File: src/sv/assert_macros.svh
// ----------------------------------------------------------------------------
// assert_macros.svh
// Concurrent assertion helpers, clocked on clk_i and disabled during reset.
// ----------------------------------------------------------------------------
`ifndef ASSERT_MACROS_SVH
`define ASSERT_MACROS_SVH

// Property holds at every edge outside reset
`define HPQ_ASSERT(lbl, prop, msg) \
  lbl: assert property (@(posedge clk_i) disable iff (!rst_ni) (prop)) else $error(msg);

// Condition in one cycle implies consequence in the next
`define HPQ_ASSERT_NEXT(lbl, pre, post, msg) \
  lbl: assert property (@(posedge clk_i) disable iff (!rst_ni) (pre) |=> (post)) else $error(msg);

`endif

File: src/sv/hpq_pkg.sv
// ----------------------------------------------------------------------------
// hpq_pkg
// Shared constants and types of the binary max-heap priority queue.
// ----------------------------------------------------------------------------
`timescale 1ns / 1ps

package hpq_pkg;

  localparam int unsigned CAPACITY_DEF = 16;
  localparam int unsigned KEY_W        = 32;
  localparam int unsigned STAT_W       = 2;
  localparam int unsigned CNT_W        = 5;
  localparam int unsigned IN_DATA_W    = 32;
  localparam int unsigned OUT_DATA_W   = 40;
  localparam int unsigned OUT_PAD_W    = OUT_DATA_W - KEY_W - CNT_W;

  localparam logic OP_INSERT = 1'b0;
  localparam logic OP_REMOVE = 1'b1;

  localparam logic [STAT_W-1:0] STAT_OK    = 2'd0;
  localparam logic [STAT_W-1:0] STAT_FULL  = 2'd1;
  localparam logic [STAT_W-1:0] STAT_EMPTY = 2'd2;

  typedef struct packed {
    logic [STAT_W-1:0]       status;
    logic signed [KEY_W-1:0] removed;
    logic [CNT_W-1:0]        count;
  } hpq_res_t;

  typedef struct packed {
    logic a_gt_v;
    logic a_lt_v;
    logic b_gt_v;
    logic b_gt_a;
  } hpq_cmp_t;

endpackage

File: src/sv/hpq_mem.sv
// ----------------------------------------------------------------------------
// hpq_mem
// Heap entry store: one write port, two registered read ports.
// ----------------------------------------------------------------------------
`timescale 1ns / 1ps

module hpq_mem import hpq_pkg::*; #(
  parameter int unsigned DEPTH = CAPACITY_DEF,
  parameter int unsigned AW    = $clog2(CAPACITY_DEF)
) (
  input  logic                    clk_i,
  input  logic                    we_i,
  input  logic [AW-1:0]           waddr_i,
  input  logic signed [KEY_W-1:0] wdata_i,
  input  logic [AW-1:0]           raddr_a_i,
  input  logic [AW-1:0]           raddr_b_i,
  output logic signed [KEY_W-1:0] rdata_a_o,
  output logic signed [KEY_W-1:0] rdata_b_o
);

  logic signed [KEY_W-1:0] mem_q [DEPTH];

  always_ff @(posedge clk_i) begin
    if (we_i) begin
      mem_q[waddr_i] <= wdata_i;
    end
    rdata_a_o <= mem_q[raddr_a_i];
    rdata_b_o <= mem_q[raddr_b_i];
  end

endmodule

File: src/sv/hpq_cmp.sv
// ----------------------------------------------------------------------------
// hpq_cmp
// Shared signed compare unit for sift-up and sift-down steps.
// ----------------------------------------------------------------------------
`timescale 1ns / 1ps

module hpq_cmp import hpq_pkg::*; (
  input  logic signed [KEY_W-1:0] a_i,
  input  logic signed [KEY_W-1:0] b_i,
  input  logic signed [KEY_W-1:0] v_i,
  output hpq_cmp_t                cmp_o
);

  assign cmp_o.a_gt_v = a_i > v_i;
  assign cmp_o.a_lt_v = a_i < v_i;
  assign cmp_o.b_gt_v = b_i > v_i;
  assign cmp_o.b_gt_a = b_i > a_i;

endmodule

File: src/sv/hpq_core.sv
// ----------------------------------------------------------------------------
// hpq_core
// Sequencer: insert sift-up and remove sift-down, one heap level per cycle.
// ----------------------------------------------------------------------------
`timescale 1ns / 1ps

`include "assert_macros.svh"

module hpq_core import hpq_pkg::*; #(
  parameter int unsigned CAPACITY = CAPACITY_DEF,
  parameter int unsigned AW       = $clog2(CAPACITY_DEF),
  parameter int unsigned CW       = $clog2(CAPACITY_DEF + 1)
) (
  input  logic                    clk_i,
  input  logic                    rst_ni,
  input  logic                    in_valid_i,
  output logic                    in_ready_o,
  input  logic                    in_op_i,
  input  logic signed [KEY_W-1:0] in_key_i,
  output logic                    res_valid_o,
  input  logic                    res_ready_i,
  output hpq_res_t                res_o,
  output logic                    mem_we_o,
  output logic [AW-1:0]           mem_waddr_o,
  output logic signed [KEY_W-1:0] mem_wdata_o,
  output logic [AW-1:0]           mem_raddr_a_o,
  output logic [AW-1:0]           mem_raddr_b_o,
  input  logic signed [KEY_W-1:0] mem_rdata_a_i,
  input  logic signed [KEY_W-1:0] mem_rdata_b_i,
  output logic signed [KEY_W-1:0] cmp_v_o,
  input  hpq_cmp_t                cmp_i
);

  typedef enum logic [5:0] {
    S_IDLE  = 6'b000001,
    S_RM    = 6'b000010,
    S_UP    = 6'b000100,
    S_DN    = 6'b001000,
    S_PLACE = 6'b010000,
    S_RESP  = 6'b100000
  } state_e;

  state_e                  state_q, state_d;
  logic [CW-1:0]           fill_q, fill_d;
  logic [AW-1:0]           pos_q, pos_d;
  logic signed [KEY_W-1:0] v_q, v_d;
  logic signed [KEY_W-1:0] rem_q, rem_d;
  logic [STAT_W-1:0]       stat_q, stat_d;

  logic [CW-1:0]           fm1;
  logic [AW-1:0]           p_up, p_up2;
  logic [CW:0]             lidx, ridx, cidx, c2a, c2b;
  logic                    l_ok, r_ok, take_l, take_r;
  logic [CW+CNT_W-1:0]     cnt_ext;

  function automatic logic [AW-1:0] clamp(input logic [CW:0] idx);
    if (idx < (CW+1)'(CAPACITY)) begin
      clamp = idx[AW-1:0];
    end else begin
      clamp = '0;
    end
  endfunction

  assign fm1   = fill_q - CW'(1);
  assign p_up  = (pos_q - AW'(1)) >> 1;
  assign p_up2 = (p_up - AW'(1)) >> 1;
  assign lidx  = (CW+1)'({pos_q, 1'b1});
  assign ridx  = lidx + (CW+1)'(1);
  assign l_ok  = lidx < {1'b0, fill_q};
  assign r_ok  = ridx < {1'b0, fill_q};
  // left child wins ties; right only if strictly larger than the current best
  assign take_r = r_ok && (cmp_i.a_gt_v ? cmp_i.b_gt_a : cmp_i.b_gt_v);
  assign take_l = l_ok && cmp_i.a_gt_v && !take_r;
  assign cidx   = take_r ? ridx : lidx;
  assign c2a    = (CW+1)'({cidx[AW-1:0], 1'b1});
  assign c2b    = c2a + (CW+1)'(1);

  assign cmp_v_o     = v_q;
  assign in_ready_o  = (state_q == S_IDLE);
  assign res_valid_o = (state_q == S_RESP);
  assign cnt_ext     = {{CNT_W{1'b0}}, fill_q};
  assign res_o.status  = stat_q;
  assign res_o.removed = rem_q;
  assign res_o.count   = cnt_ext[CNT_W-1:0];

  always_comb begin
    state_d       = state_q;
    fill_d        = fill_q;
    pos_d         = pos_q;
    v_d           = v_q;
    rem_d         = rem_q;
    stat_d        = stat_q;
    mem_we_o      = 1'b0;
    mem_waddr_o   = pos_q;
    mem_wdata_o   = v_q;
    mem_raddr_a_o = '0;
    mem_raddr_b_o = '0;
    case (state_q)
      S_IDLE: begin
        mem_raddr_a_o = (in_op_i == OP_INSERT) ? clamp({2'b00, fm1[CW-1:1]}) : '0;
        mem_raddr_b_o = clamp({1'b0, fm1});
        if (in_valid_i) begin
          v_d    = in_key_i;
          pos_d  = fill_q[AW-1:0];
          rem_d  = '0;
          stat_d = STAT_OK;
          if (in_op_i == OP_INSERT) begin
            if (fill_q == CW'(CAPACITY)) begin
              stat_d  = STAT_FULL;
              state_d = S_RESP;
            end else begin
              fill_d  = fill_q + CW'(1);
              state_d = (fill_q == '0) ? S_PLACE : S_UP;
            end
          end else begin
            if (fill_q == '0) begin
              stat_d  = STAT_EMPTY;
              rem_d   = '1;
              state_d = S_RESP;
            end else begin
              fill_d  = fm1;
              state_d = S_RM;
            end
          end
        end
      end
      S_RM: begin
        rem_d         = mem_rdata_a_i;
        v_d           = mem_rdata_b_i;
        pos_d         = '0;
        mem_raddr_a_o = clamp((CW+1)'(1));
        mem_raddr_b_o = clamp((CW+1)'(2));
        state_d       = (fill_q == '0) ? S_RESP : S_DN;
      end
      S_DN: begin
        mem_we_o = 1'b1;
        if (take_l || take_r) begin
          mem_wdata_o   = take_r ? mem_rdata_b_i : mem_rdata_a_i;
          pos_d         = cidx[AW-1:0];
          mem_raddr_a_o = clamp(c2a);
          mem_raddr_b_o = clamp(c2b);
        end else begin
          state_d = S_RESP;
        end
      end
      S_UP: begin
        mem_we_o = 1'b1;
        if (cmp_i.a_lt_v) begin
          mem_wdata_o   = mem_rdata_a_i;
          pos_d         = p_up;
          mem_raddr_a_o = p_up2;
          state_d       = (p_up == '0) ? S_PLACE : S_UP;
        end else begin
          state_d = S_RESP;
        end
      end
      S_PLACE: begin
        mem_we_o = 1'b1;
        state_d  = S_RESP;
      end
      S_RESP: begin
        if (res_ready_i) begin
          state_d = S_IDLE;
        end
      end
      default: begin
        state_d = S_IDLE;
      end
    endcase
  end

  always_ff @(posedge clk_i or negedge rst_ni) begin
    if (!rst_ni) begin
      state_q <= S_IDLE;
      fill_q  <= '0;
    end else begin
      state_q <= state_d;
      fill_q  <= fill_d;
    end
  end

  always_ff @(posedge clk_i) begin
    pos_q  <= pos_d;
    v_q    <= v_d;
    rem_q  <= rem_d;
    stat_q <= stat_d;
  end

  `HPQ_ASSERT(a_fill_max, fill_q <= CW'(CAPACITY), "entry count above capacity")
  `HPQ_ASSERT_NEXT(a_fill_inc, in_valid_i && in_ready_o && in_op_i == OP_INSERT && fill_q != CW'(CAPACITY), fill_q == $past(fill_q) + CW'(1), "insert did not bump count")
  `HPQ_ASSERT(a_pos_range, (state_q == S_UP || state_q == S_DN || state_q == S_PLACE) |-> CW'(pos_q) < fill_q, "sift position outside heap")
  `HPQ_ASSERT(a_waddr_range, mem_we_o |-> CW'(mem_waddr_o) < CW'(CAPACITY), "write beyond store")

endmodule

File: src/sv/binary_max_heap_priority_queue.sv
// A full insert or an empty remove goes straight to the result; an insert sifts up and a
// remove sifts down, except when it takes the only entry.
// Throughput: one operation at a time; the next transfer is taken once the result sits
// in the output register. The sequencer walks one heap level per cycle through the
// compare unit.
// Reset: asynchronous, clears entry count and handshake state; store is not swept.
// ----------------------------------------------------------------------------
// binary_max_heap_priority_queue
// Binary max-heap of signed 32-bit priorities with insert and remove-max.
// ----------------------------------------------------------------------------
`timescale 1ns / 1ps

module binary_max_heap_priority_queue import hpq_pkg::*; #(
  parameter int unsigned CAPACITY = CAPACITY_DEF
) (
  input  logic                  clk_i,
  input  logic                  rst_ni,
  input  logic                  s_axis_tvalid,
  output logic                  s_axis_tready,
  input  logic [IN_DATA_W-1:0]  s_axis_tdata,  // [31:0] key_value
  input  logic                  s_axis_tuser,  // [0] opcode
  output logic                  m_axis_tvalid,
  input  logic                  m_axis_tready,
  output logic [OUT_DATA_W-1:0] m_axis_tdata,  // [31:0] removed_value, [36:32] entry_count
  output logic [STAT_W-1:0]     m_axis_tuser   // [1:0] status
);

  localparam int unsigned AW = $clog2(CAPACITY);
  localparam int unsigned CW = $clog2(CAPACITY + 1);

  logic                    mem_we;
  logic [AW-1:0]           mem_waddr, mem_raddr_a, mem_raddr_b;
  logic signed [KEY_W-1:0] mem_wdata, mem_rdata_a, mem_rdata_b, cmp_v;
  hpq_cmp_t                cmp;
  hpq_res_t                res, out_q;
  logic                    res_valid, res_ready, out_valid_q;

  hpq_core #(
    .CAPACITY (CAPACITY),
    .AW       (AW),
    .CW       (CW)
  ) u_core (
    .clk_i         (clk_i),
    .rst_ni        (rst_ni),
    .in_valid_i    (s_axis_tvalid),
    .in_ready_o    (s_axis_tready),
    .in_op_i       (s_axis_tuser),
    .in_key_i      (s_axis_tdata[KEY_W-1:0]),
    .res_valid_o   (res_valid),
    .res_ready_i   (res_ready),
    .res_o         (res),
    .mem_we_o      (mem_we),
    .mem_waddr_o   (mem_waddr),
    .mem_wdata_o   (mem_wdata),
    .mem_raddr_a_o (mem_raddr_a),
    .mem_raddr_b_o (mem_raddr_b),
    .mem_rdata_a_i (mem_rdata_a),
    .mem_rdata_b_i (mem_rdata_b),
    .cmp_v_o       (cmp_v),
    .cmp_i         (cmp)
  );

  hpq_mem #(
    .DEPTH (CAPACITY),
    .AW    (AW)
  ) u_mem (
    .clk_i     (clk_i),
    .we_i      (mem_we),
    .waddr_i   (mem_waddr),
    .wdata_i   (mem_wdata),
    .raddr_a_i (mem_raddr_a),
    .raddr_b_i (mem_raddr_b),
    .rdata_a_o (mem_rdata_a),
    .rdata_b_o (mem_rdata_b)
  );

  hpq_cmp u_cmp (
    .a_i   (mem_rdata_a),
    .b_i   (mem_rdata_b),
    .v_i   (cmp_v),
    .cmp_o (cmp)
  );

  // output register: result waits here while the next operation runs
  assign res_ready = !out_valid_q || m_axis_tready;

  always_ff @(posedge clk_i or negedge rst_ni) begin
    if (!rst_ni) begin
      out_valid_q <= 1'b0;
    end else if (res_ready) begin
      out_valid_q <= res_valid;
    end
  end

  always_ff @(posedge clk_i) begin
    if (res_ready && res_valid) begin
      out_q <= res;
    end
  end

  assign m_axis_tvalid = out_valid_q;
  assign m_axis_tdata  = {{OUT_PAD_W{1'b0}}, out_q.count, out_q.removed};
  assign m_axis_tuser  = out_q.status;

endmodule

File: config.mk
export PLATFORM = sky130hd
export DESIGN_NAME = binary_max_heap_priority_queue
export DESIGN_NICKNAME = d
export VERILOG_FILES = /design/src/sv/hpq_pkg.sv /design/src/sv/hpq_mem.sv /design/src/sv/hpq_cmp.sv /design/src/sv/hpq_core.sv /design/src/sv/binary_max_heap_priority_queue.sv
export VERILOG_INCLUDE_DIRS = /design/src /design/src/sv
export SDC_FILE = /design/constraint.sdc
export NUM_CORES = 1
export LEC_CHECK = 0
export BUFFER_PORTS_ARGS = -buffer_cell sky130_fd_sc_hd__buf_2
export CAP_MARGIN = 25
export CORE_ASPECT_RATIO = 0.9
export CORE_MARGIN = 2
export CORE_UTILIZATION = 60
export CTS_CLUSTER_SIZE = 40
export DETAILED_ROUTE_END_ITERATION = 8
export PLACE_DENSITY = 0.87
export SYNTH_ARGS = -nofsm -noshare
export SYNTH_HDL_FRONTEND = slang
export SYNTH_HIERARCHICAL = 1
export SYNTH_SLANG_ARGS = --single-unit
File: constraint.sdc
create_clock -name clk_i -period 6.27 [get_ports clk_i]
set_input_delay 1.254 -clock clk_i [delete_from_list [all_inputs] [get_ports clk_i]]
set_output_delay 1.254 -clock clk_i [all_outputs]
set_load 0.02 [all_outputs]
==> impl_summary.log <==
[metrics] Num Clock Sinks: 697
[metrics] total global routing track utilization: 0.333
[metrics] clock skew after layout: 0.0379 ns
[metrics] HP Class: flop to flop
[metrics] via-per-instance ratio: 7.42
[metrics] required arrival time at the worst endpoint: 6.67 ns
[metrics] share of total power in the clock network: 0.221
[metrics] clock-pin transition on the worst setup and hold timing paths: 0.06 ns
[metrics] synthesized-area fraction occupied by adder cells: 0.0419
[metrics] CTS Hold Bufs: 0
[metrics] Synth Instances: 2,060
[metrics] total buffers and inverters traversed by the critical path: 2
[metrics] post-layout min period: 6.17 ns
[metrics] Synthesis Warnings: 6
[metrics] clock tree from TritonCTS: built
[metrics] cells along the critical path: inv_1, ha_1, nand4_1, nor4_1, a211o_1, a21oi_1, mux2i_1, mux2i_1, or3_4, or4_4, o311a_2, o21ai_4, buf_4, mux4_2, a22oi_1, nand2_1
[metrics] Layout Nets: 2,314
[metrics] slew at the pin closest to its max-slew limit: 1.16 ns
[metrics] final non-filler cell total: 2,928
[metrics] most frequently used flop master after synthesis: edfxtp_1
[metrics] part of the Yosys area used for sequential elements: 0.610
[metrics] routability congestion estimate from global placement: 0.941
[metrics] share of the synthesized area in the top cell type: 0.563
[metrics] die outline area: 57,100 µm²
[metrics] initial detailed-routing violation count: 3,688
[metrics] cell type with the largest total area after synthesis: edfxtp_1
[metrics] placed wire-length estimate: 54,200 µm
[metrics] highest fanout seen on the critical path: 11
[metrics] fraction of layout instances using a drive strength above 1: 0.266
[metrics] biggest area contributors in the synthesized netlist: edfxtp_1 56%, mux4_2 17%, ha_1 4.2%
[metrics] dominant combinational cell family by area after synthesis: multiplexers
[metrics] flip-flop and latch count after synthesis: 697
[metrics] highest clock frequency the design can meet: 162 MHz
[metrics] compound-cell area share of the yosys netlist: 0.0778
[metrics] Leak: 13.1 nW
[metrics] combinational fraction of design power: 0.424
[metrics] max_cap viols: 0
[metrics] Initial Util: 0.609
[metrics] Slowest Stage Delay on Critical Path: 0.68 ns
[metrics] area share of xor/xnor cells in the synthesized design: 0.00396
[metrics] number of antenna violations at the first check in global routing: 2
[metrics] routed via count: 21,732
[metrics] number of placed instances, taps included: 2,797
[metrics] mapped cell area: 33,100 µm²
[metrics] die extent in x: 252 µm
[metrics] final routed wire length divided by cell count: 31.9 µm
[metrics] simple-gate area share of the yosys netlist: 0.0572
[metrics] largest net degree at the start of global routing: 67
[metrics] most used cell along the critical path: mux2i_1
[metrics] Final period util: 0.985
[metrics] post-synthesis area per instance: 16.1 µm²
[metrics] root cell of the clock tree: clkbuf_16
[metrics] storage element area: 20,200 µm²
[metrics] number of pins exceeding their max-slew limit in the final report: 0
[metrics] maximum count of clock buffers along a single path: 3
[metrics] DIE HEIGHT: 227 µm
[metrics] first-pass GRT wire length: 139,000 µm
[metrics] standard cell with the maximum stage delay on the critical path: o21ai_4
[metrics] Filler cells: 3,210
[metrics] arrival time at the worst endpoint: 6.57 ns
[metrics] status: complete, no violations
[metrics] power density over the cells: 524 nW/µm²
[metrics] worst supply voltage drop on vdd: 383 µV
[metrics] crit-path leading delay family: simple AND/OR/NAND/NOR gates
[metrics] unrepaired setup endpoints after global routing: no
[metrics] total DRC errors in the routed layout: 0
[metrics] Switching Fraction: 0.383
[metrics] quantity of I/O buffers inserted on ports: 77
[metrics] net switching power: 7.48 mW
[metrics] Resized cells post-CTS: 0
[metrics] category of the worst setup path capture point: flop
[metrics] core footprint: 54,400 µm²
[metrics] row count: 81
[metrics] share of flip-flops with an asynchronous set or reset after synthesis: 0.0172
[metrics] wirelength, routed: 93,400 µm
[metrics] share of total power in sequential cells: 0.354
[metrics] H-tree depth: 3
[metrics] element type at the critical path start: flop
[metrics] number of antenna-violating nets in the routed design: 0
[metrics] post-synthesis mux area share: 0.176
[metrics] final-report hold violation count: 0
[metrics] Distinct cells, synth: 77
[metrics] later-pin clock latency in the skew report: 0.63 ns
[metrics] Post-CTS Setup Inserts: 0
[metrics] Worst slew margin: 0.216
[metrics] number of I/O pins: 81
[metrics] Setup Viol. Count Final: 0
[metrics] Worst Setup Path Type: flop to flop
[metrics] antenna cell count: 0
[metrics] via count of the first global-routing pass: 21,997
[metrics] GR Overflow Total: 0
[metrics] Final TNS setup: 0 ns
[metrics] internal power of the cells: 12.0 mW
[metrics] Pre-Repair DR Iteration Count: 9
[metrics] EDFF count, synth: 621
[metrics] area delta synth->final: 12.4%
[metrics] combined area of the multi-input logic cells: 12,100 µm²
[metrics] Num CTS Buffers: 71
[worst reg2reg max path, cell delays in order (launching register included)]
cell	delay, ns
dfxtp_1	0.64
inv_1	0.12
ha_1	0.32
nand4_1	0.14
nor4_1	0.60
a211o_1	0.27
a21oi_1	0.09
mux2i_1	0.25
mux2i_1	0.21
or3_4	0.46
or4_4	0.51
o311a_2	0.19
o21ai_4	0.68
buf_4	0.36
mux4_2	0.53
a22oi_1	0.30
nand2_1	0.29
[kinds of logic after synthesis]
logic type / Yosys count
adder cells (fa/ha/maj): 111
XOR/XNOR: 15
flip-flops: 697
multiplexers: 263
buffers and inverters: 249
other: 1
AO/OA/AOI/OAI: 344
AND/OR/NAND/NOR: 380
[layout make-up]
class,count,share of cell area
Multi-Input combinational cell,1116,0.324
Tap cell,705,0.0237
Sequential cell,697,0.543
Clock buffer,95,0.0528
Timing Repair Buffer,167,0.0344
Clock inverter,35,0.0103
Inverter,113,0.0114
[state kept, by name, summed over array words and instances, names as in the netlist]
name / cells
u_mem/rdata_b_o: 32
u_core/fill_q: 5
u_core/cmp_v_o: 32
m_axis_tdata: 37
u_core/state_q: 6
m_axis_tuser: 2
u_core/stat_q: 2
u_mem/rdata_a_o: 32
u_core/rem_q: 32
u_mem/mem_q: 512
m_axis_tvalid: 1
u_core/mem_waddr_o: 4
[per-stage QoR]
step	hold WS, ns	total power, mW	worst slack (ns)	instance area, µm²	util
floorplan	0.400	12.1	1.50	33200	-
global placement	0.401	14.4	0.493	34900	0.640
detailed placement	0.405	14.8	0.388	34900	0.641
CTS	0.413	19.2	0.253	37200	0.684
global route	0.421	20.2	0.0277	37300	0.685
finish	0.413	19.5	0.0962	37300	0.685
[cells in the final DEF, fill, tap and decap left out, types with 24 or more instances in the layout]
master	count
a222oi_1	32
o31ai_1	33
buf_4	73
nand4_1	24
edfxtp_1	621
a21o_1	46
buf_2	77
nand2_1	192
mux4_2	256
a21oi_1	42
inv_1	112
dfxtp_1	62
a22oi_1	129
ha_1	111
clkbuf_16	72
nor3b_1	33
[worst paths after layout]
| kind | slack, ns | endpoint | cells past startpoint | from |
|---|---|---|---|---|
| setup / recovery | 0.1 | u_mem/rdata_a_o[1] | 16 | u_mem/rdata_a_o[10] |
| hold / removal | 0.41 | m_axis_tdata[7] | 0 | u_core/rem_q[7] |
| setup reg to reg | 0.1 | u_mem/rdata_a_o[1] | 16 | u_mem/rdata_a_o[10] |
| hold reg to reg | 0.41 | m_axis_tdata[7] | 0 | u_core/rem_q[7] |
| max in group asynchronous | 5.48 | u_core/state_q[0] | 1 | rst_ni |
| min in group asynchronous | 0.52 | u_core/fill_q[1] | 1 | rst_ni |
[power by group through the flow]
stage	sequential (mW)	clock [mW]	combinational [mW]
4_1_cts	6.86	4.34	8.01
6_report	6.92	4.32	8.28
5_1_grt	6.95	4.50	8.78
3_5_place_dp	6.94	0	7.83
2_1_floorplan	6.60	0	5.53
3_3_place_gp	6.92	0	7.46
[cells in the mapped netlist, types with 3 or more instances]
library cell,count
edfxtp_1,621
mux4_2,256
nand2_1,193
a22oi_1,129
inv_1,112
ha_1,111
dfxtp_1,64
clkbuf_1,52
a21o_1,46
a21oi_1,43
nor2_1,39
o31ai_1,35
buf_2,34
nor3b_1,34
a222oi_1,32
buf_1,25
nand4_1,24
buf_4,23
o21ai_0,19
nor3_1,16
nand3_1,15
dfrtp_1,11
nand2b_1,9
nor2b_1,8
xnor2_1,8
mux2i_1,7
xor2_1,7
and2_1,6
nor4_1,6
o211ai_1,5
a221oi_1,4
o31ai_2,4
a221o_1,3
o221ai_1,3
or3_1,3
[routing by layer]
| layer | GRT usage | up-vias | wire, µm |
|---|---|---|---|
| li1 | - | 8595 | - |
| met1 | 0.427 | 10682 | 30400 |
| met2 | 0.515 | 2050 | 43200 |
| met3 | 0.102 | 403 | 14700 |
| met4 | 0.180 | 2 | 5160 |
| met5 | 0 | - | 13 |
No activity file was read; power rests on OpenSTA's default activity.
